**config.mk**
```make
export PLATFORM = sky130hd
export DESIGN_NAME = pid_controller_clamped_unit
export DESIGN_NICKNAME = d
export VERILOG_FILES = /design/src/rtl/pidc_pkg.sv /design/src/rtl/pidc_integ_sat.sv /design/src/rtl/pidc_drive_clamp.sv /design/src/rtl/pid_controller_clamped_unit.sv
export SDC_FILE = /design/constraint.sdc
export NUM_CORES = 2
export LEC_CHECK = 0
export BUFFER_PORTS_ARGS = -buffer_cell sky130_fd_sc_hd__buf_4
export CORE_MARGIN = 2
export CORE_UTILIZATION = 35
export CTS_CLUSTER_DIAMETER = 200
export DETAILED_ROUTE_END_ITERATION = 16
export SETUP_SLACK_MARGIN = 0.05
export SLEW_MARGIN = 20
export SYNTH_ARGS = -nofsm -noshare
export SYNTH_HDL_FRONTEND = slang
export SYNTH_SLANG_ARGS = --single-unit
```
**constraint.sdc**
```tcl
create_clock -name clk -period 14.4 [get_ports clk]
set_input_delay 0.72 -clock clk [delete_from_list [all_inputs] [get_ports clk]]
set_output_delay 0.72 -clock clk [all_outputs]
set_load 0.03 [all_outputs]
```
**src/rtl/pidc_pkg.sv**
```systemverilog
// Shared widths, register indexes and command codes of the clamped PID unit.
`default_nettype none
package pidc_pkg;

  localparam int GAIN_W  = 16;  // Q8.8 gains
  localparam int RATE_W  = 16;  // supplied derivative
  localparam int DRIVE_W = 16;  // controller output
  localparam int ILIM_W  = 23;  // integrator limit
  localparam int DLIM_W  = 15;  // drive limit
  localparam int CFG_W   = 23;  // widest register
  localparam int CIDX_W  = 3;

  localparam logic [1:0] CMD_STEP_DIFF = 2'd0;
  localparam logic [1:0] CMD_STEP_RATE = 2'd1;
  localparam logic [1:0] CMD_CLEAR     = 2'd2;
  localparam logic [1:0] CMD_PRESET    = 2'd3;

  typedef enum logic [CIDX_W-1:0] {
    REG_GAIN_P      = 3'd0,
    REG_GAIN_I      = 3'd1,
    REG_GAIN_D      = 3'd2,
    REG_INTEG_LIMIT = 3'd3,
    REG_DRIVE_LIMIT = 3'd4
  } reg_idx_t;

  localparam logic signed [GAIN_W-1:0] GAIN_P_RST = 16'sd256;

endpackage
`default_nettype wire

```
**src/rtl/pidc_integ_sat.sv**
```systemverilog
// Integrator update: add error, saturate to the integrator width, clamp to a nonzero limit.
`default_nettype none
module pidc_integ_sat import pidc_pkg::*; #(
  parameter int INTEG_WIDTH = 24,
  parameter int ERR_WIDTH   = 16
) (
  input  wire logic signed [INTEG_WIDTH-1:0] integ,
  input  wire logic signed [ERR_WIDTH-1:0]   err,
  input  wire logic        [ILIM_W-1:0]      limit,
  output logic signed      [INTEG_WIDTH-1:0] integ_next,
  output logic                               hit
);

  localparam int SW = ((INTEG_WIDTH > ERR_WIDTH) ? INTEG_WIDTH : ERR_WIDTH) + 1;
  localparam int CW = ((INTEG_WIDTH > ILIM_W) ? INTEG_WIDTH : ILIM_W) + 1;
  localparam logic signed [SW-1:0] SAT_HI =
    $signed({{(SW-INTEG_WIDTH+1){1'b0}}, {(INTEG_WIDTH-1){1'b1}}});
  localparam logic signed [SW-1:0] SAT_LO = ~SAT_HI;

  logic signed [SW-1:0]          sum;
  logic signed [INTEG_WIDTH-1:0] sat_v;
  logic                          sat_hit;
  logic signed [CW-1:0]          v_w;
  logic signed [CW-1:0]          lim_w;
  logic signed [CW-1:0]          nlim_w;

  always_comb begin
    sum     = SW'(integ) + SW'(err);
    sat_hit = 1'b0;
    if (sum > SAT_HI) begin
      sat_v   = INTEG_WIDTH'(SAT_HI);
      sat_hit = 1'b1;
    end else if (sum < SAT_LO) begin
      sat_v   = INTEG_WIDTH'(SAT_LO);
      sat_hit = 1'b1;
    end else begin
      sat_v = INTEG_WIDTH'(sum);
    end

    // limit above the saturation range never bites
    v_w    = CW'(sat_v);
    lim_w  = $signed(CW'(limit));
    nlim_w = -lim_w;
    hit    = sat_hit;
    if (limit != '0 && v_w > lim_w) begin
      integ_next = INTEG_WIDTH'(lim_w);
      hit        = 1'b1;
    end else if (limit != '0 && v_w < nlim_w) begin
      integ_next = INTEG_WIDTH'(nlim_w);
      hit        = 1'b1;
    end else begin
      integ_next = sat_v;
    end
  end

endmodule
`default_nettype wire

```
**src/rtl/pidc_drive_clamp.sv**
```systemverilog
// Drive shaping: floor shift of the gain sum, then clamp or 16-bit saturation.
`default_nettype none
module pidc_drive_clamp import pidc_pkg::*; #(
  parameter int SUM_WIDTH      = 50,
  parameter int GAIN_FRAC_BITS = 8
) (
  input  wire logic signed [SUM_WIDTH-1:0] sum,
  input  wire logic        [DLIM_W-1:0]    limit,
  output logic signed      [DRIVE_W-1:0]   drive,
  output logic                             hit
);

  localparam logic signed [SUM_WIDTH-1:0] SAT_HI =
    $signed({{(SUM_WIDTH-DRIVE_W+1){1'b0}}, {(DRIVE_W-1){1'b1}}});
  localparam logic signed [SUM_WIDTH-1:0] SAT_LO = ~SAT_HI;

  logic signed [SUM_WIDTH-1:0] shifted;
  logic signed [SUM_WIDTH-1:0] hi;
  logic signed [SUM_WIDTH-1:0] lo;
  logic signed [SUM_WIDTH-1:0] lim_w;

  always_comb begin
    shifted = sum >>> GAIN_FRAC_BITS;
    lim_w   = $signed(SUM_WIDTH'(limit));
    if (limit != '0) begin
      hi = lim_w;
      lo = -lim_w;
    end else begin
      hi = SAT_HI;
      lo = SAT_LO;
    end
    hit = 1'b0;
    if (shifted > hi) begin
      drive = DRIVE_W'(hi);
      hit   = 1'b1;
    end else if (shifted < lo) begin
      drive = DRIVE_W'(lo);
      hit   = 1'b1;
    end else begin
      drive = DRIVE_W'(shifted);
    end
  end

endmodule
`default_nettype wire

```
**src/rtl/pid_controller_clamped_unit.sv**
```systemverilog
// Top level of the clamped positional PID unit: registers, pipeline and state.
//
// Input channel (in_valid / in_stall) carries cmd, err_in, rate_in and
// integ_preset; a transfer happens on a rising edge with in_valid high and
// in_stall low. Step commands (0: difference derivative, 1: rate_in as
// derivative) give one result on the output channel (out_valid / out_stall):
// drive plus the two clamp flags. Clear (2) and preset (3) only touch state
// and give no result.
// Pipeline: input register, integrator update + derivative, three gain
// products, then sum / floor shift / drive clamp into the output register.
// One item per cycle is sustained while the receiver does not stall; the
// integrator feedback loop closes through the integ register alone.
// When the receiver stalls, the result holds in the output register and the
// stages behind it keep filling until full; only then is in_stall raised.
// Configuration: cfg_valid / cfg_ready (always ready), cfg_index picks the
// register (gain_p, gain_i, gain_d, integ_limit, drive_limit), cfg_data is
// the value; unknown indexes are dropped. Write only while idle.
// rst (synchronous) empties the pipeline, clears integrator and last error
// and restores register defaults (gain_p = 1.0, everything else zero).
`default_nettype none
module pid_controller_clamped_unit import pidc_pkg::*; #(
  parameter int ERR_WIDTH      = 16,
  parameter int INTEG_WIDTH    = 24,
  parameter int GAIN_FRAC_BITS = 8
) (
  input  wire logic                          clk,
  input  wire logic                          rst,
  // configuration
  input  wire logic                          cfg_valid,
  output logic                               cfg_ready,
  input  wire logic        [CIDX_W-1:0]      cfg_index,
  input  wire logic        [CFG_W-1:0]       cfg_data,
  // input items
  input  wire logic                          in_valid,
  output logic                               in_stall,
  input  wire logic        [1:0]             cmd,
  input  wire logic signed [ERR_WIDTH-1:0]   err_in,
  input  wire logic signed [RATE_W-1:0]      rate_in,
  input  wire logic signed [INTEG_WIDTH-1:0] integ_preset,
  // results
  output logic                               out_valid,
  input  wire logic                          out_stall,
  output logic signed      [DRIVE_W-1:0]     drive,
  output logic                               drive_clamped,
  output logic                               integ_clamped
);

  localparam int DW  = ((ERR_WIDTH + 1) > RATE_W) ? (ERR_WIDTH + 1) : RATE_W;
  localparam int PPW = GAIN_W + ERR_WIDTH;
  localparam int IPW = GAIN_W + INTEG_WIDTH;
  localparam int DPW = GAIN_W + DW;
  localparam int MW1 = (PPW > IPW) ? PPW : IPW;
  localparam int MW  = (MW1 > DPW) ? MW1 : DPW;
  localparam int SUMW = MW + 2;

  // configuration registers
  logic signed [GAIN_W-1:0] gain_p;
  logic signed [GAIN_W-1:0] gain_i;
  logic signed [GAIN_W-1:0] gain_d;
  logic        [ILIM_W-1:0] integ_limit;
  logic        [DLIM_W-1:0] drive_limit;

  // controller state
  logic signed [INTEG_WIDTH-1:0] integ;
  logic signed [ERR_WIDTH-1:0]   last_error;

  // input register
  logic                          v0;
  logic [1:0]                    s0_cmd;
  logic signed [ERR_WIDTH-1:0]   s0_err;
  logic signed [RATE_W-1:0]      s0_rate;
  logic signed [INTEG_WIDTH-1:0] s0_preset;

  // integrator / derivative stage
  logic                          v1;
  logic signed [ERR_WIDTH-1:0]   s1_err;
  logic signed [INTEG_WIDTH-1:0] s1_integ;
  logic signed [DW-1:0]          s1_deriv;
  logic                          s1_ihit;

  // product stage
  logic                          v2;
  logic signed [PPW-1:0]         s2_pp;
  logic signed [IPW-1:0]         s2_ip;
  logic signed [DPW-1:0]         s2_dp;
  logic                          s2_ihit;

  logic rdy0, rdy1, rdy2, adv3;
  logic is_step;

  logic signed [INTEG_WIDTH-1:0] integ_next;
  logic                          integ_hit;
  logic signed [DW-1:0]          deriv_next;
  logic signed [SUMW-1:0]        sum_next;
  logic signed [DRIVE_W-1:0]     drive_next;
  logic                          drive_hit;

  // stall chain: a stage takes a transfer when empty or when it empties itself
  assign adv3      = !out_valid || !out_stall;
  assign rdy2      = !v2 || adv3;
  assign rdy1      = !v1 || rdy2;
  assign rdy0      = !v0 || rdy1;
  assign in_stall  = !rdy0;
  assign cfg_ready = 1'b1;

  assign is_step = (s0_cmd == CMD_STEP_DIFF) || (s0_cmd == CMD_STEP_RATE);

  pidc_integ_sat #(
    .INTEG_WIDTH (INTEG_WIDTH),
    .ERR_WIDTH   (ERR_WIDTH)
  ) u_integ (
    .integ      (integ),
    .err        (s0_err),
    .limit      (integ_limit),
    .integ_next (integ_next),
    .hit        (integ_hit)
  );

  always_comb begin
    if (s0_cmd == CMD_STEP_DIFF) begin
      deriv_next = DW'(s0_err) - DW'(last_error);
    end else begin
      deriv_next = DW'(s0_rate);
    end
  end

  assign sum_next = SUMW'(s2_pp) + SUMW'(s2_ip) + SUMW'(s2_dp);

  pidc_drive_clamp #(
    .SUM_WIDTH      (SUMW),
    .GAIN_FRAC_BITS (GAIN_FRAC_BITS)
  ) u_drive (
    .sum   (sum_next),
    .limit (drive_limit),
    .drive (drive_next),
    .hit   (drive_hit)
  );

  // configuration writes
  always_ff @(posedge clk) begin
    if (rst) begin
      gain_p      <= GAIN_P_RST;
      gain_i      <= '0;
      gain_d      <= '0;
      integ_limit <= '0;
      drive_limit <= '0;
    end else if (cfg_valid && cfg_ready) begin
      case (cfg_index)
        REG_GAIN_P:      gain_p      <= $signed(cfg_data[GAIN_W-1:0]);
        REG_GAIN_I:      gain_i      <= $signed(cfg_data[GAIN_W-1:0]);
        REG_GAIN_D:      gain_d      <= $signed(cfg_data[GAIN_W-1:0]);
        REG_INTEG_LIMIT: integ_limit <= cfg_data[ILIM_W-1:0];
        REG_DRIVE_LIMIT: drive_limit <= cfg_data[DLIM_W-1:0];
        default: ;
      endcase
    end
  end

  // valid bits and state
  always_ff @(posedge clk) begin
    if (rst) begin
      v0         <= 1'b0;
      v1         <= 1'b0;
      v2         <= 1'b0;
      out_valid  <= 1'b0;
      integ      <= '0;
      last_error <= '0;
    end else begin
      if (rdy0) v0 <= in_valid;
      if (rdy1) v1 <= v0 && is_step;
      if (rdy2) v2 <= v1;
      if (adv3) out_valid <= v2;
      if (v0 && rdy1) begin
        case (s0_cmd)
          CMD_CLEAR: begin
            integ      <= '0;
            last_error <= '0;
          end
          CMD_PRESET: integ <= s0_preset;
          default: begin
            integ      <= integ_next;
            last_error <= s0_err;
          end
        endcase
      end
    end
  end

  // payload registers
  always_ff @(posedge clk) begin
    if (rdy0 && in_valid) begin
      s0_cmd    <= cmd;
      s0_err    <= err_in;
      s0_rate   <= rate_in;
      s0_preset <= integ_preset;
    end
    if (rdy1 && v0) begin
      s1_err   <= s0_err;
      s1_integ <= integ_next;
      s1_deriv <= deriv_next;
      s1_ihit  <= integ_hit;
    end
    if (rdy2 && v1) begin
      s2_pp   <= PPW'(gain_p) * PPW'(s1_err);
      s2_ip   <= IPW'(gain_i) * IPW'(s1_integ);
      s2_dp   <= DPW'(gain_d) * DPW'(s1_deriv);
      s2_ihit <= s1_ihit;
    end
    if (adv3 && v2) begin
      drive         <= drive_next;
      drive_clamped <= drive_hit;
      integ_clamped <= s2_ihit;
    end
  end

endmodule
`default_nettype wire

```
### Yosys cells after proc, flatten, opt, wreduce, memory -nomap -nowiden

Cells that the tools add are included.

| cells by class | value |
|---|---|
| $add $sub $neg | 6 |
| $mul | 3 |
| order comparisons | 6 |
| eq/ne operators | 7 |
| mux-type cells | 13 |
| bitwise logic cells | 1 |
| reductions and logical operators | 29 |

Operators by type and width:

| operator | number |
|---|---|
| $mux W24 | 4 |
| $pmux W24 S2 | 1 |
| $add A41 B33 Y42 | 1 |
| $lt A34 B42 Y1 | 1 |
| $mux W42 | 1 |
| $neg A15 Y42 | 1 |
| $add A32 B40 Y41 | 1 |
| $mul A16 B24 Y40 | 1 |
| $gt A34 B16 Y1 | 1 |
| $mul A16 B17 Y33 | 1 |
| $mul A16 B16 Y32 | 1 |
| $mux W16 | 2 |
| $pmux W16 S2 | 1 |
| $add A24 B16 Y25 | 1 |
| $gt A25 B24 Y1 const B | 1 |
| $lt A24 B25 Y1 | 1 |
| $lt A25 B24 Y1 const B | 1 |
| $neg A23 Y25 | 1 |
| $gt A24 B24 Y1 | 1 |
| $reduce_bool A23 Y1 | 1 |
| $mux W17 | 1 |
| $sub A16 B16 Y17 | 1 |
| $mux W15 | 1 |
| $reduce_bool A15 Y1 | 1 |
| other kinds (14) | 37 |

| word-level totals | value |
|---|---|
| register bits | 370 |
| bits of input ports | 89 |
| word-level logic and storage cells | 91 |

### Depth between registers and ports, before layout

| logic depth | value |
|---|---|
| depth after elaboration | 9 |
| mapped depth | 28 |

### Cells and area by module

From an unflattened synthesis, not the netlist that was laid out.

| unflattened totals | value |
|---|---|
| cells, all modules | 6004 |
| area, all modules | 55778.5 µm² |

By module, submodules not included:

| module | instances | cells each | area an instance (µm²) |
|---|---|---|---|
| pid_controller_clamped_unit | 1 | 5145 | 49787.8 |
| pidc_integ_sat | 1 | 565 | 3848.7 |
| pidc_drive_clamp | 1 | 294 | 2142.1 |

### Worst setup path before layout

Ideal clock, no wire load.

| path | value |
|---|---|
| kind | register -> register |
| start point | register gain_d[6] |
| end point | register s2_dp[32] (data pin) |
| arrival | 6.743 ns |
| setup slack | 7.397 ns |
| cell stages (with the launch flop) | 25 |
| path buffers | 2 |
| cells stage by stage | dfxtp_1 > clkbuf_1 > clkbuf_1 > nand2_1 > fa_1 > inv_1 > fa_1 > inv_1 > fa_1 > fa_1 > inv_1 > fa_1 > fa_1 > ha_1 > o21a_1 > o21a_1 > o2111a_1 > o21ai_0 > a31oi_1 > o41ai_1 > a2111oi_0 > or3_1 > a31o_2 > a21oi_1 > xnor2_1 |

| on the way | value |
|---|---|
| longest elaborated chain between the ends | 1 |

RTL lines:

| item | line | text |
|---|---|---|
| from (decl) | pid_controller_clamped_unit.sv:59 | `logic signed [GAIN_W-1:0] gain_d;` |
| from (signal assigned) | pid_controller_clamped_unit.sv:151 | `REG_GAIN_D: gain_d <= $signed(cfg_data[GAIN_W-1:0]);` |
| $mul A16 B17 Y33 | pid_controller_clamped_unit.sv:206 | `s2_dp <= DPW'(gain_d) * DPW'(s1_deriv);` |
| to (signal assigned) | pid_controller_clamped_unit.sv:206 |  |
| to (decl) | pid_controller_clamped_unit.sv:85 | `logic signed [DPW-1:0] s2_dp;` |

Every way passes these cells.
A chain may end at the register's enable or synchronous reset.

### Worst setup path after layout

| path | value |
|---|---|
| start point | register gain_i[1] |
| end point | register s2_ip[38] (data pin) |

| on the way | value |
|---|---|
| longest elaborated chain between the ends | 1 |

RTL lines:

| item | line | text |
|---|---|---|
| from (decl) | pid_controller_clamped_unit.sv:58 | `logic signed [GAIN_W-1:0] gain_i;` |
| from (signal assigned) | pid_controller_clamped_unit.sv:150 | `REG_GAIN_I: gain_i <= $signed(cfg_data[GAIN_W-1:0]);` |
| $mul A16 B24 Y40 | pid_controller_clamped_unit.sv:205 | `s2_ip <= IPW'(gain_i) * IPW'(s1_integ);` |
| to (signal assigned) | pid_controller_clamped_unit.sv:205 |  |
| to (decl) | pid_controller_clamped_unit.sv:84 | `logic signed [IPW-1:0] s2_ip;` |

Every way passes these cells.

==> results.yml <==
status:
  status: "completed"
timing:
  worst_pin_slew_ns: 1.12
  layout_worst_path_cycle_share_pct: 55.1
  fmax_mhz: 126
  relSlewSlack_pct: 25.3
  slew_violations: 0
  finalSetupViolations: 0
  skew_ns: 0.0460
  rsz0062_at_grt: "false"
  timing.hold.ws_ns: 0.243
  hold_violations: 0
  min_period_ns: 7.93
  tns_ns: 0
  finalWorstSetupSlack_ns: 6.47
setup_path:
  crit_required_ns: 14.86
  crit_arrival_ns: 8.39
  critPathLaunchType: "flip-flop"
  cp-end-kind: "flip-flop"
  worst-setup-path-type: "reg2reg"
  worst_r2r_path_depth: 24
  critPathMaxFanout: 25
global_routing:
  grt_pass1_vias: 41600
  grtUsageMet2_pct: 32.6
  grt_max_degree: 72
  track_usage_pct: 19.8
  grt_pass1_wl_um: 242000
  antenna_found_initial: 3
  gr-usage-met3_pct: 2.78
  busiest_layer: "met2"
  grtUsageMet1_pct: 27.1
  overflow: 0
power_and_ir_drop:
  pwr_density_cell_mw_per_mm2: 76.3
  p_switching_mw: 1.79
  leakage_nw: 25.5
  ir_worst_vdd_uv: 102
  p_int_mw: 2.68
  clkPwrFrac_pct: 28.0
  pwr-share-comb_pct: 40.5
  switching_share_pct: 40.1
  seqPwrFrac_pct: 31.5
synth:
  yosysTopAreaCellShare_pct: 35.2
  ys.warnings.count: 0
  syn_area_mm2: 0.0542
  synth_cells: 5744
  synth.top_cells.by_count: "inv_1 (1031), fa_1 (953), nand2_1 (841)"
  synth.distinct_cells: 85
  avgSynthCellArea_um2: 9.43
  ys_top_cells_by_area: "fa_1 (35%), edfxtp_1 (13%), ha_1 (10%)"
  synth_edf_count: 240
  yosys.area.top_type: "fa_1"
  yosysMostFrequentCell: "inv_1"
  ys.flop_type: "edfxtp_1"
  seq_area_frac_synth_pct: 18.1
  synth-seq-cells: 370
  async_reset_ff_share_pct: 0
route:
  drt-total-wl_um: 154000
  num_vias: 39500
  wl_per_cell_um: 19.8
  drt_iter0_drc: 2881
  drc: 0
  via_per_inst: 5.07
  ant_nets: 0
  drtPass1Iterations: 5
clocking:
  cts_tree: "done"
  cts_inserted_buffers: 47
  path_clk_slew_ns: 0.06
  cts_setup_buffers: 0
  postCtsHoldBufs: 0
  worstSkewPairLatency_ns: 0.66
  cts-root-buf: "clkbuf_16"
  clock-sinks: 370
  h-tree-depth: 2
  cts.repair.resized: 0
  cts_max_path_buffers: 3
job:
  cap_viol_max_count: 0
final_layout:
  final_util_pct: 38.1
  syn2layout_area_growth_pct: 8.18
  nets: 7199
  stdcell_count: 7797
  drive_gt1_share_pct: 4.76
placement:
  place_inst: 7708
  gp_congestion: 0.912
  portBuffers: 108
  dp_hpwl_um: 123000
  place_ws_ns: 6.56
floorplanning:
  rows: 144
  die_h_um: 397
  die_area_mm2: 0.158
  pin_count: 110
  start_util_pct: 35.2
  core_mm2: 0.154
  chipWidth_um: 397
worst_hold_path:
  hold-path-cell-count: 1
  min_path_type: "in2reg"
## layer usage
metal,part of all wire (%),vias up,wire (um)
met2,47,1268,72000
li1,-,18100,-
met4,3.0,0,4570
met5,0,-,0
met1,44,20000,68200
met3,6.2,207,9530
## logic make-up (layout without fill, tap and decap cells)
kind of cell               count (synthesis)  after routing  share of synthesized area [%]
DFF                                      370            370                           18.1
AOI/OAI and AO/OA                        738            738                           8.71
buffers and inverters                   1254           1254                           8.72
muxes                                     21             21                          0.430
adders and majority gates               1397           1397                           45.5
and+or+nand+nor                         1774           1774                           15.5
xor gates and xnor gates                 188            188                           3.05
other                                      2             11                         0.0139
## power by group through the flow
stage	clock, mW	combinational [mW]	sequential [mW]
global route	1.32	2.03	1.41
finish	1.25	1.81	1.41
floorplan	0	1.32	1.30
detailed placement	0	1.80	1.42
global placement	0	1.77	1.42
CTS	1.27	1.81	1.40
## per-stage QoR
stage,power [mW],cell area [um2]
floorplan,2.62,54200
global placement,3.19,57000
detailed placement,3.22,57000
CTS,4.49,58600
global route,4.76,58600
finish,4.47,58600
## layout by cell type, fill, tap and decap left out, types with 53 or more instances in the layout
master    count
ha_1        444
nor3_1       54
and2_1      347
nand2b_1     89
a21oi_1     275
fa_1        953
dfxtp_1     127
nor2_1      212
edfxtp_1    240
a21o_1       53
xnor2_1     146
buf_4       134
nand2_1     841
o21ai_0     130
inv_1      1030
## critical path, stage by stage, from the launching register on
cell and delay [ns]:
dfxtp_1 0.96, nand2_1 0.18, fa_1 0.58, inv_1 0.05, fa_1 0.55, inv_1 0.06
fa_1 0.49, fa_1 0.54, inv_1 0.05, fa_1 0.47, inv_1 0.05, fa_1 0.47
inv_1 0.05, ha_1 0.34, nand3_1 0.12, nor3b_1 0.40, a21oi_1 0.17, o21ai_0 0.39
a41o_1 0.30, o211a_1 0.23, nor2_1 0.07, a31oi_1 0.30, a211oi_1 0.15, or4b_2 0.65
o2111ai_1 0.11
## cell type report
type,instances,area (um2)
clock inverter,29,332
inverter,1033,3880
timing repair buffer,134,1010
sequential,370,9810
clock buffer,58,1300
antenna,2,5.00
tap,2044,2560
fill,15400,95300
multi-input combinational,4127,39700
## state kept, by name, summed over array words and instances (netlist names), 2 cells and up
| signal | flops |
|---|---|
| s2_ip | 40 |
| s0_rate | 16 |
| drive | 16 |
| drive_limit | 15 |
| s2_dp | 33 |
| s2_pp | 32 |
| s0_err | 16 |
| s1_deriv | 17 |
| integ_limit | 23 |
| gain_p | 16 |
| gain_i | 16 |
| s1_err | 16 |
| last_error | 16 |
| integ | 24 |
| s0_preset | 24 |
| s1_integ | 24 |
| gain_d | 16 |
| s0_cmd | 2 |
## worst paths after layout
check | startpoint | to | slack, ns
max reg2reg | gain_i[1]$_SDFFE_PP0P_ | s2_ip[38]$_DFFE_PP_ | 6.47
min reg2reg | s2_ihit$_DFFE_PP_ | integ_clamped$_DFFE_PP_ | 0.46
max | gain_i[1]$_SDFFE_PP0P_ | s2_ip[38]$_DFFE_PP_ | 6.47
min | rate_in[15] | s0_rate[15]$_DFFE_PP_ | 0.24
No activity file was read; power rests on OpenSTA's default activity.
